===== config.mk =====
export PLATFORM = sky130hd
export DESIGN_NAME = websocket_frame_receiver_top
export DESIGN_NICKNAME = d
export VERILOG_FILES = /design/src/hw/rtl/wfr_pkg.sv /design/src/hw/rtl/wfr_cfg.sv /design/src/hw/rtl/wfr_parser.sv /design/src/hw/rtl/websocket_frame_receiver_top.sv
export VERILOG_INCLUDE_DIRS = /design/src /design/src/hw/rtl
export SDC_FILE = /design/constraint.sdc
export NUM_CORES = 1
export LEC_CHECK = 0
export CAP_MARGIN = 20
export CORE_UTILIZATION = 58
export CTS_CLUSTER_DIAMETER = 30
export DETAILED_ROUTE_END_ITERATION = 16
export DONT_BUFFER_PORTS = 1
export GPL_TIMING_DRIVEN = 0
export PLACE_DENSITY = 0.81
export RECOVER_POWER = 100
export SLEW_MARGIN = 20
export SYNTH_ARGS = -nofsm -noshare
export SYNTH_HDL_FRONTEND = slang
export SYNTH_SLANG_ARGS = --single-unit
export TNS_END_PERCENT = 30

===== constraint.sdc =====
create_clock -name i_clk -period 5.82 [get_ports i_clk]
set_input_delay 0 -clock i_clk [delete_from_list [all_inputs] [get_ports i_clk]]
set_output_delay 0 -clock i_clk [all_outputs]
set_load 0.01 [all_outputs]

===== src/hw/rtl/websocket_frame_receiver_top_macros.svh =====
// ----------------------------------------------------------------------------
// WebSocket frame receiver assertion macros
// Shared concurrent assertion forms for the receiver modules.
// ----------------------------------------------------------------------------
`ifndef WEBSOCKET_FRAME_RECEIVER_TOP_MACROS_SVH
`define WEBSOCKET_FRAME_RECEIVER_TOP_MACROS_SVH

// The consequent must hold in the same cycle as the antecedent.
`define WFR_ASSERT_SAME(label, clk, rst_n, ante, cons, msg) \
    label: assert property (@(posedge clk) disable iff (!(rst_n)) (ante) |-> (cons)) \
        else $error(msg);

// The consequent must hold in the cycle after the antecedent.
`define WFR_ASSERT_NEXT(label, clk, rst_n, ante, cons, msg) \
    label: assert property (@(posedge clk) disable iff (!(rst_n)) (ante) |=> (cons)) \
        else $error(msg);

`endif


===== src/hw/rtl/wfr_pkg.sv =====
// ----------------------------------------------------------------------------
// WebSocket frame receiver package
// Types, event codes, parser phases and configuration constants.
// ----------------------------------------------------------------------------
package wfr_pkg;

    localparam int CFG_W     = 14;
    localparam int CFG_IDX_W = 2;

    localparam logic [CFG_IDX_W-1:0] REG_MAX_FRAME = 2'd0;
    localparam logic [CFG_IDX_W-1:0] REG_MAX_MSG   = 2'd1;

    localparam logic [CFG_W-1:0] MAX_FRAME_RESET = 14'd9000;
    localparam logic [CFG_W-1:0] MAX_MSG_RESET   = 14'd9100;

    localparam logic [2:0] PH_HDR0 = 3'd0;
    localparam logic [2:0] PH_HDR1 = 3'd1;
    localparam logic [2:0] PH_EXT  = 3'd2;
    localparam logic [2:0] PH_KEY  = 3'd3;
    localparam logic [2:0] PH_BODY = 3'd4;
    localparam logic [2:0] PH_STOP = 3'd5;

    localparam logic [3:0] OP_CONT   = 4'h0;
    localparam logic [3:0] OP_TEXT   = 4'h1;
    localparam logic [3:0] OP_BINARY = 4'h2;
    localparam logic [3:0] OP_CLOSE  = 4'h8;
    localparam logic [3:0] OP_PING   = 4'h9;
    localparam logic [3:0] OP_PONG   = 4'hA;

    localparam logic [6:0] LEN7_16BIT = 7'd126;
    localparam logic [6:0] LEN7_64BIT = 7'd127;

    localparam logic [3:0] EV_TEXT       = 4'd0;
    localparam logic [3:0] EV_PING       = 4'd2;
    localparam logic [3:0] EV_TEXT_END   = 4'd3;
    localparam logic [3:0] EV_EMPTY_PING = 4'd5;
    localparam logic [3:0] EV_PONG       = 4'd6;
    localparam logic [3:0] EV_CLOSE      = 4'd7;
    localparam logic [3:0] EV_TOO_LONG   = 4'd8;

    typedef struct packed {
        logic [3:0] event_res;
        logic [7:0] data;
        logic       msg_first;
        logic       msg_last;
    } t_result;

endpackage


===== src/hw/rtl/wfr_cfg.sv =====
// ----------------------------------------------------------------------------
// WebSocket frame receiver configuration registers
// Decodes register writes into the frame and message length limits.
// ----------------------------------------------------------------------------
module wfr_cfg (
    input  logic                          i_clk,
    input  logic                          i_rst_n,
    input  logic                          i_cfg_valid,
    output logic                          o_cfg_ready,
    input  logic [wfr_pkg::CFG_IDX_W-1:0] i_cfg_index,
    input  logic [wfr_pkg::CFG_W-1:0]     i_cfg_data,
    output logic [wfr_pkg::CFG_W-1:0]     o_max_frame,
    output logic [wfr_pkg::CFG_W-1:0]     o_max_msg
);
    import wfr_pkg::*;

    logic [CFG_W-1:0] r_max_frame;
    logic [CFG_W-1:0] r_max_msg;

    assign o_cfg_ready = 1'b1;
    assign o_max_frame = r_max_frame;
    assign o_max_msg   = r_max_msg;

    always_ff @(posedge i_clk) begin
        if (!i_rst_n) begin
            r_max_frame <= MAX_FRAME_RESET;
            r_max_msg   <= MAX_MSG_RESET;
        end else if (i_cfg_valid) begin
            case (i_cfg_index)
                REG_MAX_FRAME: r_max_frame <= i_cfg_data;
                REG_MAX_MSG:   r_max_msg   <= i_cfg_data;
                default: begin
                end
            endcase
        end
    end

endmodule


===== src/hw/rtl/wfr_parser.sv =====
// ----------------------------------------------------------------------------
// WebSocket frame receiver parser
// Holds the frame and fragment state and works out one byte per step.
// ----------------------------------------------------------------------------
module wfr_parser #(
    parameter int LEN_WIDTH = 14
) (
    input  logic                      i_clk,
    input  logic                      i_rst_n,
    input  logic                      i_step,
    input  logic                      i_kind,
    input  logic [7:0]                i_rx_byte,
    input  logic [wfr_pkg::CFG_W-1:0] i_max_frame,
    input  logic [wfr_pkg::CFG_W-1:0] i_max_msg,
    output logic                      o_res_valid,
    output wfr_pkg::t_result          o_res
);
    import wfr_pkg::*;

    localparam int WW = (LEN_WIDTH > CFG_W) ? LEN_WIDTH : CFG_W;

    logic [2:0]           r_phase,         n_phase;
    logic                 r_fin,           n_fin;
    logic [3:0]           r_opcode,        n_opcode;
    logic                 r_mask_present,  n_mask_present;
    logic [2:0]           r_ext_cnt,       n_ext_cnt;
    logic [LEN_WIDTH-1:0] r_plen,          n_plen;
    logic                 r_too_big,       n_too_big;
    logic [31:0]          r_key,           n_key;
    logic [LEN_WIDTH-1:0] r_pidx,          n_pidx;
    logic                 r_skip,          n_skip;
    logic                 r_frag_active,   n_frag_active;
    logic                 r_frag_bin,      n_frag_bin;
    logic [CFG_W-1:0]     r_frag_len,      n_frag_len;
    logic                 r_msg_started,   n_msg_started;

    logic [6:0]           l7;
    logic [LEN_WIDTH+7:0] plen_shift;
    logic [LEN_WIDTH:0]   idx_inc;
    logic                 at_end;
    logic [7:0]           key_byte;
    logic [7:0]           unmasked;
    logic [WW-1:0]        pl_wide;
    logic [CFG_W-1:0]     pl_cfg;
    logic [CFG_W:0]       frag_sum;
    logic                 hdr_done;
    logic                 skip_end;
    logic                 res_valid;
    t_result              res;

    assign l7         = i_rx_byte[6:0];
    assign plen_shift = {r_plen, i_rx_byte};
    assign idx_inc    = {1'b0, r_pidx} + {{LEN_WIDTH{1'b0}}, 1'b1};
    assign at_end     = (idx_inc >= {1'b0, r_plen});
    assign unmasked   = i_rx_byte ^ key_byte;

    always_comb begin
        case (r_pidx[1:0])
            2'd0:    key_byte = r_key[31:24];
            2'd1:    key_byte = r_key[23:16];
            2'd2:    key_byte = r_key[15:8];
            default: key_byte = r_key[7:0];
        endcase
    end

    always_comb begin
        n_phase        = r_phase;
        n_fin          = r_fin;
        n_opcode       = r_opcode;
        n_mask_present = r_mask_present;
        n_ext_cnt      = r_ext_cnt;
        n_plen         = r_plen;
        n_too_big      = r_too_big;
        n_key          = r_key;
        n_pidx         = r_pidx;
        n_skip         = r_skip;
        n_frag_active  = r_frag_active;
        n_frag_bin     = r_frag_bin;
        n_frag_len     = r_frag_len;
        n_msg_started  = r_msg_started;
        hdr_done       = 1'b0;
        skip_end       = 1'b0;
        res_valid      = 1'b0;
        res            = '0;
        pl_wide        = '0;
        pl_cfg         = '0;
        frag_sum       = '0;

        if (i_step) begin
            if (i_kind) begin
                n_phase        = PH_HDR0;
                n_fin          = 1'b0;
                n_opcode       = '0;
                n_mask_present = 1'b0;
                n_ext_cnt      = '0;
                n_plen         = '0;
                n_too_big      = 1'b0;
                n_key          = '0;
                n_pidx         = '0;
                n_skip         = 1'b0;
                n_frag_active  = 1'b0;
                n_frag_bin     = 1'b0;
                n_frag_len     = '0;
                n_msg_started  = 1'b0;
            end else begin
                case (r_phase)
                    PH_HDR0: begin
                        n_fin    = i_rx_byte[7];
                        n_opcode = i_rx_byte[3:0];
                        n_phase  = PH_HDR1;
                    end
                    PH_HDR1: begin
                        n_mask_present = i_rx_byte[7];
                        n_key          = '0;
                        n_too_big      = 1'b0;
                        if (l7 == LEN7_16BIT || l7 == LEN7_64BIT) begin
                            n_plen    = '0;
                            n_ext_cnt = (l7 == LEN7_16BIT) ? 3'd1 : 3'd7;
                            n_phase   = PH_EXT;
                        end else begin
                            n_plen = LEN_WIDTH'(l7);
                            if (i_rx_byte[7]) begin
                                n_ext_cnt = 3'd3;
                                n_phase   = PH_KEY;
                            end else begin
                                hdr_done = 1'b1;
                            end
                        end
                    end
                    PH_EXT: begin
                        if (r_plen[LEN_WIDTH-1 -: 8] != 8'd0) begin
                            n_too_big = 1'b1;
                        end
                        n_plen = plen_shift[LEN_WIDTH-1:0];
                        if (r_ext_cnt != 3'd0) begin
                            n_ext_cnt = r_ext_cnt - 3'd1;
                        end else if (r_mask_present) begin
                            n_ext_cnt = 3'd3;
                            n_phase   = PH_KEY;
                        end else begin
                            hdr_done = 1'b1;
                        end
                    end
                    PH_KEY: begin
                        n_key = {r_key[23:0], i_rx_byte};
                        if (r_ext_cnt != 3'd0) begin
                            n_ext_cnt = r_ext_cnt - 3'd1;
                        end else begin
                            hdr_done = 1'b1;
                        end
                    end
                    PH_BODY: begin
                        n_pidx = idx_inc[LEN_WIDTH-1:0];
                        if (r_skip) begin
                            skip_end = at_end;
                        end else begin
                            if (at_end) begin
                                n_phase = PH_HDR0;
                            end
                            res_valid = 1'b1;
                            res.data  = unmasked;
                            if (r_opcode == OP_PING) begin
                                res.event_res = EV_PING;
                                res.msg_first = (r_pidx == '0);
                                res.msg_last  = at_end;
                            end else begin
                                res.event_res = EV_TEXT + {3'b000, r_frag_bin};
                                res.msg_first = !r_msg_started;
                                res.msg_last  = at_end && r_fin;
                                n_msg_started = 1'b1;
                            end
                        end
                    end
                    default: begin
                    end
                endcase
            end
        end

        if (hdr_done) begin
            pl_wide  = WW'(n_plen);
            pl_cfg   = pl_wide[CFG_W-1:0];
            frag_sum = {1'b0, r_frag_len} + {1'b0, pl_cfg};
            n_pidx   = '0;
            n_skip   = 1'b1;
            if (n_too_big || pl_wide > WW'(i_max_frame)) begin
                n_phase       = PH_STOP;
                res_valid     = 1'b1;
                res.event_res = EV_TOO_LONG;
            end else begin
                if (n_opcode == OP_TEXT || n_opcode == OP_BINARY) begin
                    n_skip        = 1'b0;
                    n_frag_bin    = (n_opcode == OP_BINARY);
                    n_frag_active = !n_fin;
                    n_frag_len    = n_fin ? '0 : pl_cfg;
                    n_msg_started = 1'b0;
                end else if (n_opcode == OP_CONT) begin
                    if (r_frag_active && frag_sum <= {1'b0, i_max_msg}) begin
                        n_skip     = 1'b0;
                        n_frag_len = frag_sum[CFG_W-1:0];
                        if (n_fin) begin
                            n_frag_active = 1'b0;
                        end
                    end
                end else if (n_opcode == OP_PING) begin
                    n_skip = 1'b0;
                end
                if (n_plen != '0) begin
                    n_phase = PH_BODY;
                end else begin
                    n_phase = PH_HDR0;
                    if (n_skip) begin
                        skip_end = 1'b1;
                    end else if (n_opcode == OP_PING) begin
                        res_valid     = 1'b1;
                        res.event_res = EV_EMPTY_PING;
                        res.msg_first = 1'b1;
                        res.msg_last  = 1'b1;
                    end else if (n_fin) begin
                        res_valid     = 1'b1;
                        res.event_res = EV_TEXT_END + {3'b000, n_frag_bin};
                        res.msg_first = !n_msg_started;
                        res.msg_last  = 1'b1;
                    end
                end
            end
        end

        if (skip_end) begin
            n_phase = PH_HDR0;
            if (n_opcode == OP_CLOSE) begin
                n_phase       = PH_STOP;
                res_valid     = 1'b1;
                res.event_res = EV_CLOSE;
            end else if (n_opcode == OP_PONG) begin
                res_valid     = 1'b1;
                res.event_res = EV_PONG;
            end
        end
    end

    assign o_res_valid = res_valid;
    assign o_res       = res;

    always_ff @(posedge i_clk) begin
        if (!i_rst_n) begin
            r_phase        <= PH_HDR0;
            r_fin          <= 1'b0;
            r_opcode       <= '0;
            r_mask_present <= 1'b0;
            r_ext_cnt      <= '0;
            r_plen         <= '0;
            r_too_big      <= 1'b0;
            r_key          <= '0;
            r_pidx         <= '0;
            r_skip         <= 1'b0;
            r_frag_active  <= 1'b0;
            r_frag_bin     <= 1'b0;
            r_frag_len     <= '0;
            r_msg_started  <= 1'b0;
        end else begin
            r_phase        <= n_phase;
            r_fin          <= n_fin;
            r_opcode       <= n_opcode;
            r_mask_present <= n_mask_present;
            r_ext_cnt      <= n_ext_cnt;
            r_plen         <= n_plen;
            r_too_big      <= n_too_big;
            r_key          <= n_key;
            r_pidx         <= n_pidx;
            r_skip         <= n_skip;
            r_frag_active  <= n_frag_active;
            r_frag_bin     <= n_frag_bin;
            r_frag_len     <= n_frag_len;
            r_msg_started  <= n_msg_started;
        end
    end

endmodule


===== src/hw/rtl/websocket_frame_receiver_top.sv =====
// The receiver takes one link byte or restart request per cycle unless input stall is high,
// and gives at most one result per request. An accepted request sits in the input register
// while the single-pass parse logic works on it, and the result register captures the
// outcome when it is empty or the output is not stalled. The result register lets the next request
// in while a result is still waiting to be taken; input stall rises only when both the
// input and result registers are held by a stalled output.
// ----------------------------------------------------------------------------
// WebSocket frame receiver top level
// Input register, frame parser, configuration registers and result register.
// ----------------------------------------------------------------------------
`include "websocket_frame_receiver_top_macros.svh"

module websocket_frame_receiver_top #(
    parameter int LEN_WIDTH = 14
) (
    input  logic                          i_clk,
    input  logic                          i_rst_n,
    input  logic                          i_in_valid,
    output logic                          o_in_stall,
    input  logic                          i_kind,
    input  logic [7:0]                    i_rx_byte,
    output logic                          o_out_valid,
    input  logic                          i_out_stall,
    output logic [3:0]                    o_event_res,
    output logic [7:0]                    o_data,
    output logic                          o_msg_first,
    output logic                          o_msg_last,
    input  logic                          i_cfg_valid,
    output logic                          o_cfg_ready,
    input  logic [wfr_pkg::CFG_IDX_W-1:0] i_cfg_index,
    input  logic [wfr_pkg::CFG_W-1:0]     i_cfg_data
);
    import wfr_pkg::*;

    logic             r_in_valid;
    logic             r_kind;
    logic [7:0]       r_byte;
    logic             r_out_valid;
    t_result          r_res;
    logic             proceed;
    logic             step;
    logic             res_valid;
    t_result          res;
    logic [CFG_W-1:0] max_frame;
    logic [CFG_W-1:0] max_msg;

    assign proceed    = !r_out_valid || !i_out_stall;
    assign step       = r_in_valid && proceed;
    assign o_in_stall = r_in_valid && !proceed;

    wfr_cfg u_cfg (
        .i_clk       (i_clk),
        .i_rst_n     (i_rst_n),
        .i_cfg_valid (i_cfg_valid),
        .o_cfg_ready (o_cfg_ready),
        .i_cfg_index (i_cfg_index),
        .i_cfg_data  (i_cfg_data),
        .o_max_frame (max_frame),
        .o_max_msg   (max_msg)
    );

    wfr_parser #(
        .LEN_WIDTH (LEN_WIDTH)
    ) u_parser (
        .i_clk       (i_clk),
        .i_rst_n     (i_rst_n),
        .i_step      (step),
        .i_kind      (r_kind),
        .i_rx_byte   (r_byte),
        .i_max_frame (max_frame),
        .i_max_msg   (max_msg),
        .o_res_valid (res_valid),
        .o_res       (res)
    );

    always_ff @(posedge i_clk) begin
        if (!i_rst_n) begin
            r_in_valid <= 1'b0;
        end else if (!o_in_stall) begin
            r_in_valid <= i_in_valid;
        end
    end

    always_ff @(posedge i_clk) begin
        if (!o_in_stall && i_in_valid) begin
            r_kind <= i_kind;
            r_byte <= i_rx_byte;
        end
    end

    always_ff @(posedge i_clk) begin
        if (!i_rst_n) begin
            r_out_valid <= 1'b0;
        end else if (proceed) begin
            r_out_valid <= step && res_valid;
        end
    end

    always_ff @(posedge i_clk) begin
        if (proceed && step && res_valid) begin
            r_res <= res;
        end
    end

    assign o_out_valid = r_out_valid;
    assign o_event_res = r_res.event_res;
    assign o_data      = r_res.data;
    assign o_msg_first = r_res.msg_first;
    assign o_msg_last  = r_res.msg_last;

    `WFR_ASSERT_NEXT(a_restart_silent, i_clk, i_rst_n,
        step && r_kind, !r_out_valid,
        "restart request produced a result")
    `WFR_ASSERT_SAME(a_event_range, i_clk, i_rst_n,
        o_out_valid, o_event_res <= EV_TOO_LONG,
        "event code out of range")
    `WFR_ASSERT_SAME(a_ctrl_no_data, i_clk, i_rst_n,
        o_out_valid && o_event_res >= EV_TEXT_END, o_data == 8'd0,
        "non-data event carries data")
    `WFR_ASSERT_SAME(a_ctrl_no_flags, i_clk, i_rst_n,
        o_out_valid && o_event_res >= EV_PONG, !o_msg_first && !o_msg_last,
        "control event carries message flags")

endmodule


==> results of run 1 <==
==> power breakdown <==
group          internal [mW]  switching [mW]  leakage, nW  total (mW)
sequential              1.03          0.0154         1.22        1.04
combinational         0.0672           0.126         2.30       0.193
clock                  0.592           0.442        0.258        1.03
total                   1.69           0.584         3.78        2.27
==> layout by cell type, fill, tap and decap left out, types with 17 or more instances in the layout <==
master,n
nand2_1,102
a22oi_1,41
dlygate4sd3_1,29
clkbuf_16,17
o21ai_0,40
nand3_1,21
clkbuf_1,46
edfxtp_1,23
inv_1,64
xnor2_1,22
nor2_1,111
a21oi_1,55
dfxtp_1,120
o211ai_1,18
ha_1,63
==> tightest hold or removal path, delay by kind of cell <==
| family | cells | cell delay (ns) |
|---|---|---|
| AO/OA/AOI/OAI | 1 | 0.05 |
| AND/OR/NAND/NOR | 2 | 0.39 |
==> Yosys cell counts, types with 11 or more instances <==
library cell / count
xnor2_1: 22
nor2_1: 111
o21ai_0: 41
ha_1: 63
a31oi_1: 14
a22oi_1: 42
nand2_1: 103
clkbuf_1: 44
and2_1: 16
inv_1: 63
a32oi_1: 11
xor2_1: 12
nand4_1: 12
o211ai_1: 18
nor3_1: 14
a21o_1: 15
a22o_1: 11
edfxtp_1: 23
nand3_1: 21
a21oi_1: 55
a211oi_1: 12
dfxtp_1: 121
==> state kept, by name, indices dropped and copies added (netlist names), 3 cells and up <==
signal	count
u_parser.r_frag_len	14
o_event_res	4
o_data	8
u_cfg.o_max_msg	14
u_parser.r_phase	3
r_byte	8
u_parser.r_ext_cnt	3
u_parser.r_plen	14
u_parser.r_opcode	4
u_parser.r_pidx	14
u_parser.r_key	32
u_cfg.o_max_frame	14
==> worst max path at each step <==
stage | slack (ns) | from | cells after the start | endpoint
2_1_floorplan | 0.36 | u_parser.r_phase[0] | 22 | o_event_res[0]
6_report | 0.20 | r_kind | 21 | o_event_res[0]
3_5_place_dp | -1.03 | r_byte[3] | 21 | o_data[5]
5_1_grt | -0.008 | r_in_valid | 21 | o_event_res[0]
4_1_cts | 0.005 | u_parser.r_phase[2] | 22 | u_parser.r_frag_len[11]
3_3_place_gp | -0.92 | r_byte[1] | 21 | o_data[4]
==> cell families (layout without fill, tap and decap cells) <==
family | Yosys count | in the layout | synth area share
other cells | 1 | 1 | 0.000450
buf+inv | 114 | 189 | 0.0526
simple gates | 345 | 345 | 0.200
xor+xnor | 34 | 34 | 0.0358
compound gates | 282 | 282 | 0.238
fa+ha+maj | 64 | 64 | 0.0970
flops | 144 | 144 | 0.374
mux | 2 | 2 | 0.00240
==> area by class of cell <==
class	instances	area [um^2]	area share
Multi-Input combinational cell	728	4880	0.508
Tap cell	180	225	0.0234
Clock buffer	21	440	0.0458
Clock inverter	11	110	0.0115
Buffer	50	209	0.0218
Sequential cell	144	3110	0.324
Inverter	64	240	0.0250
Timing Repair Buffer	43	392	0.0408
==> per-layer routing <==
layer  routed length (um)  vias to the layer above  share of wire
li1                     -                     3715              -
met1                 9840                     3674           0.41
met2                10800                      443           0.45
met3                 2540                       70           0.11
met4                  869                        0          0.036
met5                    0                        -              0
==> repair_timing <==
item / in CTS / in global routing
pin swaps: 6 / 5
hold buffers: 29 / 0
endpoints found under the hold margin: 40 / 0
setup endpoints to repair: 38 / 36
buffers inserted: 8 / 6
gates resized for setup: 17 / 12
==> impl_metrics.env, run 1 <==
export IMPL_vdd_drop_max_mv=0.302
export IMPL_stdcell_count=1241
export IMPL_wl_per_cell_um=19.4
export IMPL_async_reset_ff_frac=0
export IMPL_status="complete, no violations"
export IMPL_grt_use_met3=0.101
export IMPL_cts_buffers=17
export IMPL_synthCells=986
export IMPL_slew_headroom=0.255
export IMPL_wl_mm=24.0
export IMPL_drive_gt1_frac=0.0726
export IMPL_critPathCaptureType="register"
export IMPL_synth_top_cell_by_area="dfxtp_1"
export IMPL_busiest_layer="met2"
export IMPL_cts_tree="built"
export IMPL_initial_core_util=0.598
export IMPL_ys_top_cells_by_area="dfxtp_1 (29%), ha_1 (9.5%), edfxtp_1 (8.3%), nor2_1 (5.0%), nand2_1 (4.6%)"
export IMPL_setup_violations=0
export IMPL_drt_iter0_drc=846
export IMPL_fin_util=0.689
export IMPL_worstPathRequired_ns=5.98
export IMPL_path_max_fanout=10
export IMPL_rr_startpoint="r_kind"
export IMPL_dp_final_hpwl_mm=16.9
export IMPL_cpMaxStageDelayCell="or4_1"
export IMPL_dr_pass1_iters=7
export IMPL_path_buf_inv=2
export IMPL_area_growth_pct=15.3
export IMPL_reg2reg_depth=21
export IMPL_hold_class="in -> reg"
export IMPL_crit_top_cell="o21ai_0"
export IMPL_grt_ovfl_total=0
export IMPL_gp_congestion=0.942
export IMPL_cts_root_buffer="clkbuf_16"
export IMPL_syn_num_nets=1080
export IMPL_cts_sinks=144
export IMPL_hold_viol=0
export IMPL_grt_use_met1=0.425
export IMPL_die_x_um=122
export IMPL_ys_ff_latch=144
export IMPL_worstPathCellList="buf_4, inv_1, nand3_1, o21bai_4, a22o_2, ha_1, a21o_1, a21oi_1, o21ai_0, o21ai_0, o21ai_0, a21oi_1, ha_1, nand4_1, or4_1, o21ai_0, o22a_1, nand4_1, nand4_4, a2111oi_4, or3_1"
export IMPL_synth_edf_count=23
export IMPL_num_fill_cells=1053
export IMPL_clk_latency_ns=0.43
export IMPL_die_area_um2=14800
export IMPL_drv_cap=0
export IMPL_synth_top_area_share=0.291
export IMPL_drcViolationCount=0
export IMPL_finalClockSkew_ns=0.0111
export IMPL_synth_seq_area_share=0.374
export IMPL_powerDensity_nw_per_um2=236
export IMPL_fmax_ghz=0.178
export IMPL_total_power_mw=2.27
export IMPL_tightestPinTransition_ns=1.10
export IMPL_io_buffers=0
export IMPL_path_class="reg -> reg"
export IMPL_synth_ff_type="dfxtp_1"
export IMPL_path_delay_family="compound AO/OA/AOI/OAI gates"
export IMPL_post_route_min_period_ns=5.62
export IMPL_synthDistinctLibCells=76
export IMPL_final_area_um2=9610
export IMPL_syn_area_um2=8330
export IMPL_htree_levels=4
export IMPL_nets=1142
export IMPL_clkTransAtPathRegs_ns=0.06
export IMPL_start_kind="register"
export IMPL_placedCellCount=1166
export IMPL_grt_pass1_wl_mm=37.9
export IMPL_tns_ns=0
export IMPL_grt_max_degree=17
export IMPL_slew_violations=0
export IMPL_die_h_um=122
export IMPL_ant_nets=0
export IMPL_cp_data_arrival_time_ns=5.78
export IMPL_hp_start="i_cfg_index[0]"
export IMPL_antennaDiodeCount=0
export IMPL_dp_slack_ns=-1.03
export IMPL_io_pins=47
export IMPL_p_leak_nw=3.78
export IMPL_grt_use_total=0.336
export IMPL_design_core_area_um2=13900
export IMPL_clockBufferDepth=2
export IMPL_rows=43
export IMPL_holdPathStages=3
export IMPL_hold_end="u_cfg.o_max_msg[5]"
export IMPL_use_met2=0.522
export IMPL_dpl_cell_area_um2=8550
export IMPL_fin_crit_sh=0.965
export IMPL_antenna_found_initial=0
export IMPL_dr_total_vias=7902
export IMPL_r2r_end="o_event_res[0]"
export IMPL_yosys_warnings=0
export IMPL_fin_ws_ns=0.204
export IMPL_vias_per_cell=6.37
export IMPL_rrSetupSlack_ns=0.20
export IMPL_grt_pass1_vias=7495
export IMPL_slowest_delay_ns=0.54
export IMPL_whs_ns=0.0636
export IMPL_avgSynthCellArea_um2=8.45
Power figures use the tool's default switching activity.
==> inputs of run 2 (changes only) <==
--- a/config.mk
+++ b/config.mk
@@ -8,6 +8,7 @@
 export LEC_CHECK = 0
 export CAP_MARGIN = 20
 export CORE_UTILIZATION = 58
+export CTS_BUF_LIST = sky130_fd_sc_hd__clkbuf_8
 export CTS_CLUSTER_DIAMETER = 30
 export DETAILED_ROUTE_END_ITERATION = 16
 export DONT_BUFFER_PORTS = 1
@@ -17,5 +18,6 @@
 export SLEW_MARGIN = 20
 export SYNTH_ARGS = -nofsm -noshare
 export SYNTH_HDL_FRONTEND = slang
+export SYNTH_HIERARCHICAL = 1
 export SYNTH_SLANG_ARGS = --single-unit
 export TNS_END_PERCENT = 30
==> constraint.sdc (replaced) <==
create_clock -name i_clk -period 4.6 [get_ports i_clk]
set_input_delay 0 -clock i_clk [delete_from_list [all_inputs] [get_ports i_clk]]
set_output_delay 0 -clock i_clk [all_outputs]
set_load 0.01 [all_outputs]
==> run 2 against run 1 <==
Effect of this change: maximum frequency up 1.3%; wire length up 19%; sequential share of layout area down 2.7 points; register-to-register slack worse by 1.1 ns; clock power up 8%; design area up 9.3%; die area up 2.0%; via count up 11%; non-clock buffer count up 72; global-route usage up 5.2 points; the run now ends with hold timing, setup timing left; hold slack worse by 0.14 ns; highest routed layer unchanged; first-iteration DRC count up 34%.
==> impl_metrics.env, run 2 <==
export IMPL_ys_top_cells_by_count="dfxtp_1 (121), nand2_1 (106), a21oi_1 (83), inv_1 (68), nor2_1 (68)"
export IMPL_powerDensity_nw_per_um2=264
export IMPL_vias_per_cell=6.63
export IMPL_grt_pass1_wl_mm=44.4
export IMPL_area_growth_pct=23.6
export IMPL_grt_use_total=0.388
export IMPL_io_buffers=0
export IMPL_die_h_um=123
export IMPL_synthDistinctLibCells=84
export IMPL_design_core_area_um2=14100
export IMPL_post_route_min_period_ns=5.54
export IMPL_die_x_um=123
export IMPL_grt_ovfl_total=0
export IMPL_status="complete, but fails checks"
export IMPL_violations="hold timing, setup timing"
export IMPL_clkTransAtPathRegs_ns=0.08
export IMPL_initial_core_util=0.603
export IMPL_setup_violations=39
export IMPL_synth_ff_type="dfxtp_1"
export IMPL_fin_ws_ns=-0.944
export IMPL_drive_gt1_frac=0.166
export IMPL_fmax_ghz=0.180
export IMPL_fin_util=0.745
export IMPL_cpMaxStageDelayCell="dfxtp_4"
export IMPL_drt_iter0_drc=1137
export IMPL_gp_congestion=0.974
export IMPL_cp_data_arrival_time_ns=5.72
export IMPL_synth_edf_count=23
export IMPL_path_delay_family="compound AO/OA/AOI/OAI gates"
export IMPL_synth_most_common_cell="dfxtp_1"
export IMPL_hold_class="in -> reg"
export IMPL_dr_pass1_iters=5
export IMPL_synth_compound_area_frac=0.208
export IMPL_synth_simple_area_share=0.208
export IMPL_die_area_um2=15100
export IMPL_crit_top_cell="a21oi_2"
export IMPL_grt_setup_unrepaired="true"
export IMPL_ant_nets=0
export IMPL_cts_root_buffer="clkbuf_8"
export IMPL_antenna_found_initial=1
export IMPL_synth_top_area_share=0.285
export IMPL_nets=1217
export IMPL_finalClockSkew_ns=0.0135
export IMPL_rows=43
export IMPL_yosys_warnings=6
export IMPL_slowest_delay_ns=0.40
export IMPL_slew_violations=0
export IMPL_drcViolationCount=0
export IMPL_rrSetupSlack_ns=-0.94
export IMPL_vdd_drop_max_mv=0.182
export IMPL_wl_per_cell_um=21.6
export IMPL_worstPathRequired_ns=4.78
export IMPL_synthMuxAreaShare=0.0318
export IMPL_avgSynthCellArea_um2=8.59
export IMPL_synth_seq_area_share=0.366
export IMPL_final_common_cell="dfxtp_1"
export IMPL_synth_xor_area_share=0.0350
export IMPL_ys_top_cells_by_area="dfxtp_1 (29%), ha_1 (9.1%), edfxtp_1 (8.1%), a21oi_1 (4.9%), nand2_1 (4.7%)"
export IMPL_path_max_fanout=7
export IMPL_grt_pass1_vias=8466
export IMPL_async_reset_ff_frac=0
export IMPL_synth_top_cell_by_area="dfxtp_1"
export IMPL_final_cell_mix="dfxtp_1 (120), nand2_1 (103), a21oi_1 (76)"
export IMPL_clk_latency_ns=0.47
export IMPL_largest_reg_flops=32
export IMPL_synthCells=989
export IMPL_dr_total_vias=8732
export IMPL_start_kind="register"
export IMPL_tightestPinTransition_ns=1.44
export IMPL_regMostFlops="u_parser/r_key"
export IMPL_slew_headroom=0.0264
export IMPL_cts_sinks=144
export IMPL_fin_crit_sh=1.21
export IMPL_drv_cap=0
export IMPL_syn_num_nets=1082
export IMPL_synthAdderAreaFrac=0.0937
export IMPL_syn_area_um2=8500
export IMPL_synth_top_family_by_area="simple AND/OR/NAND/NOR gates"
export IMPL_cts_tree="built"
export IMPL_htree_levels=4
export IMPL_critPathCaptureType="register"
export IMPL_path_buf_inv=2
export IMPL_whs_ns=-0.0769
export IMPL_io_pins=47
export IMPL_ys_ff_latch=144
export IMPL_path_class="reg -> reg"
export IMPL_num_fill_cells=887
export IMPL_cts_buffers=17
export IMPL_p_leak_nw=4.15
export IMPL_grt_max_degree=17
export IMPL_dp_final_hpwl_mm=16.4
export IMPL_clockBufferDepth=2
export IMPL_wl_mm=28.5
export IMPL_hold_viol=14
-- run 2: cell count changes in the layout (fill, tap and decap cells not counted), moves of 17 or more --
cell | previous run | this run
clkbuf_16 | 17 | 0
nor2_1 | 111 | 68
a21oi_1 | 55 | 76
mux2i_1 | 2 | 27
a22oi_1 | 41 | 18
nand3_1 | 21 | 48
buf_4 | 16 | 75
clkbuf_8 | 0 | 20
-- run 2: logic make-up (layout without fill, tap and decap cells) --
logic type | count (synthesis) | in the layout
adder cells (fa/ha/maj) | 63 | 63
AND/OR/NAND/NOR | 347 | 347
XOR/XNOR | 34 | 34
flip-flops | 144 | 144
multiplexers | 27 | 27
other | 1 | 3
buffers and inverters | 119 | 266
AO/OA/AOI/OAI | 254 | 254
-- run 2: timing repair --
item,in CTS,in global routing
buffers inserted,75,4
gates resized for setup,59,2
endpoints found under the hold margin,76,20
hold buffers,36,1
pin swaps,40,9
endpoints found under the setup margin,38,39
cloned,1,0
-- run 2: power by group --
part           internal, mW  total (mW)  switching [mW]
clock                 0.611        1.11           0.496
combinational         0.139       0.346           0.207
sequential             1.30        1.32          0.0234
-- run 2: through the flow --
step	setup TNS, ns	cells	worst slack (ns)	power, mW	cell area, um^2
floorplan	-7.13	989	-0.497	1.52	8610
global placement	-34.62	1169	-1.35	1.58	8830
detailed placement	-36.42	1169	-1.39	1.58	8830
CTS	-15.14	1311	-0.689	2.75	10500
global route	-31.45	1317	-1.11	2.85	10500
finish	-25.92	1318	-0.944	2.77	10500
-- run 2: worst paths after layout --
kind                 startpoint  depth (start not counted)                 end
max                 o_out_valid                         26      o_event_res[1]
min reg2reg  u_parser/r_key[27]                          2  u_parser/r_key[27]
min                 i_out_stall                          2           o_data[1]
max reg2reg         o_out_valid                         26      o_event_res[1]
-- run 2: layer usage --
metal | global-route usage | share of wire | up-vias
met5 | 0 | 0 | -
met4 | 0.268 | 0.073 | 0
met3 | 0.113 | 0.10 | 209
met2 | 0.598 | 0.44 | 632
met1 | 0.464 | 0.39 | 4051
li1 | - | - | 3840
-- run 2: cell type report --
cell class	count	area (um^2)	share of cell area
clock inverter	12	169	0.0161
tap	180	225	0.0214
buffer	48	223	0.0212
inverter	70	263	0.0250
timing repair buffer	117	1030	0.0984
sequential	144	3120	0.297
clock buffer	19	262	0.0249
antenna	2	5.00	0.000477
multi-input combinational	726	5200	0.496
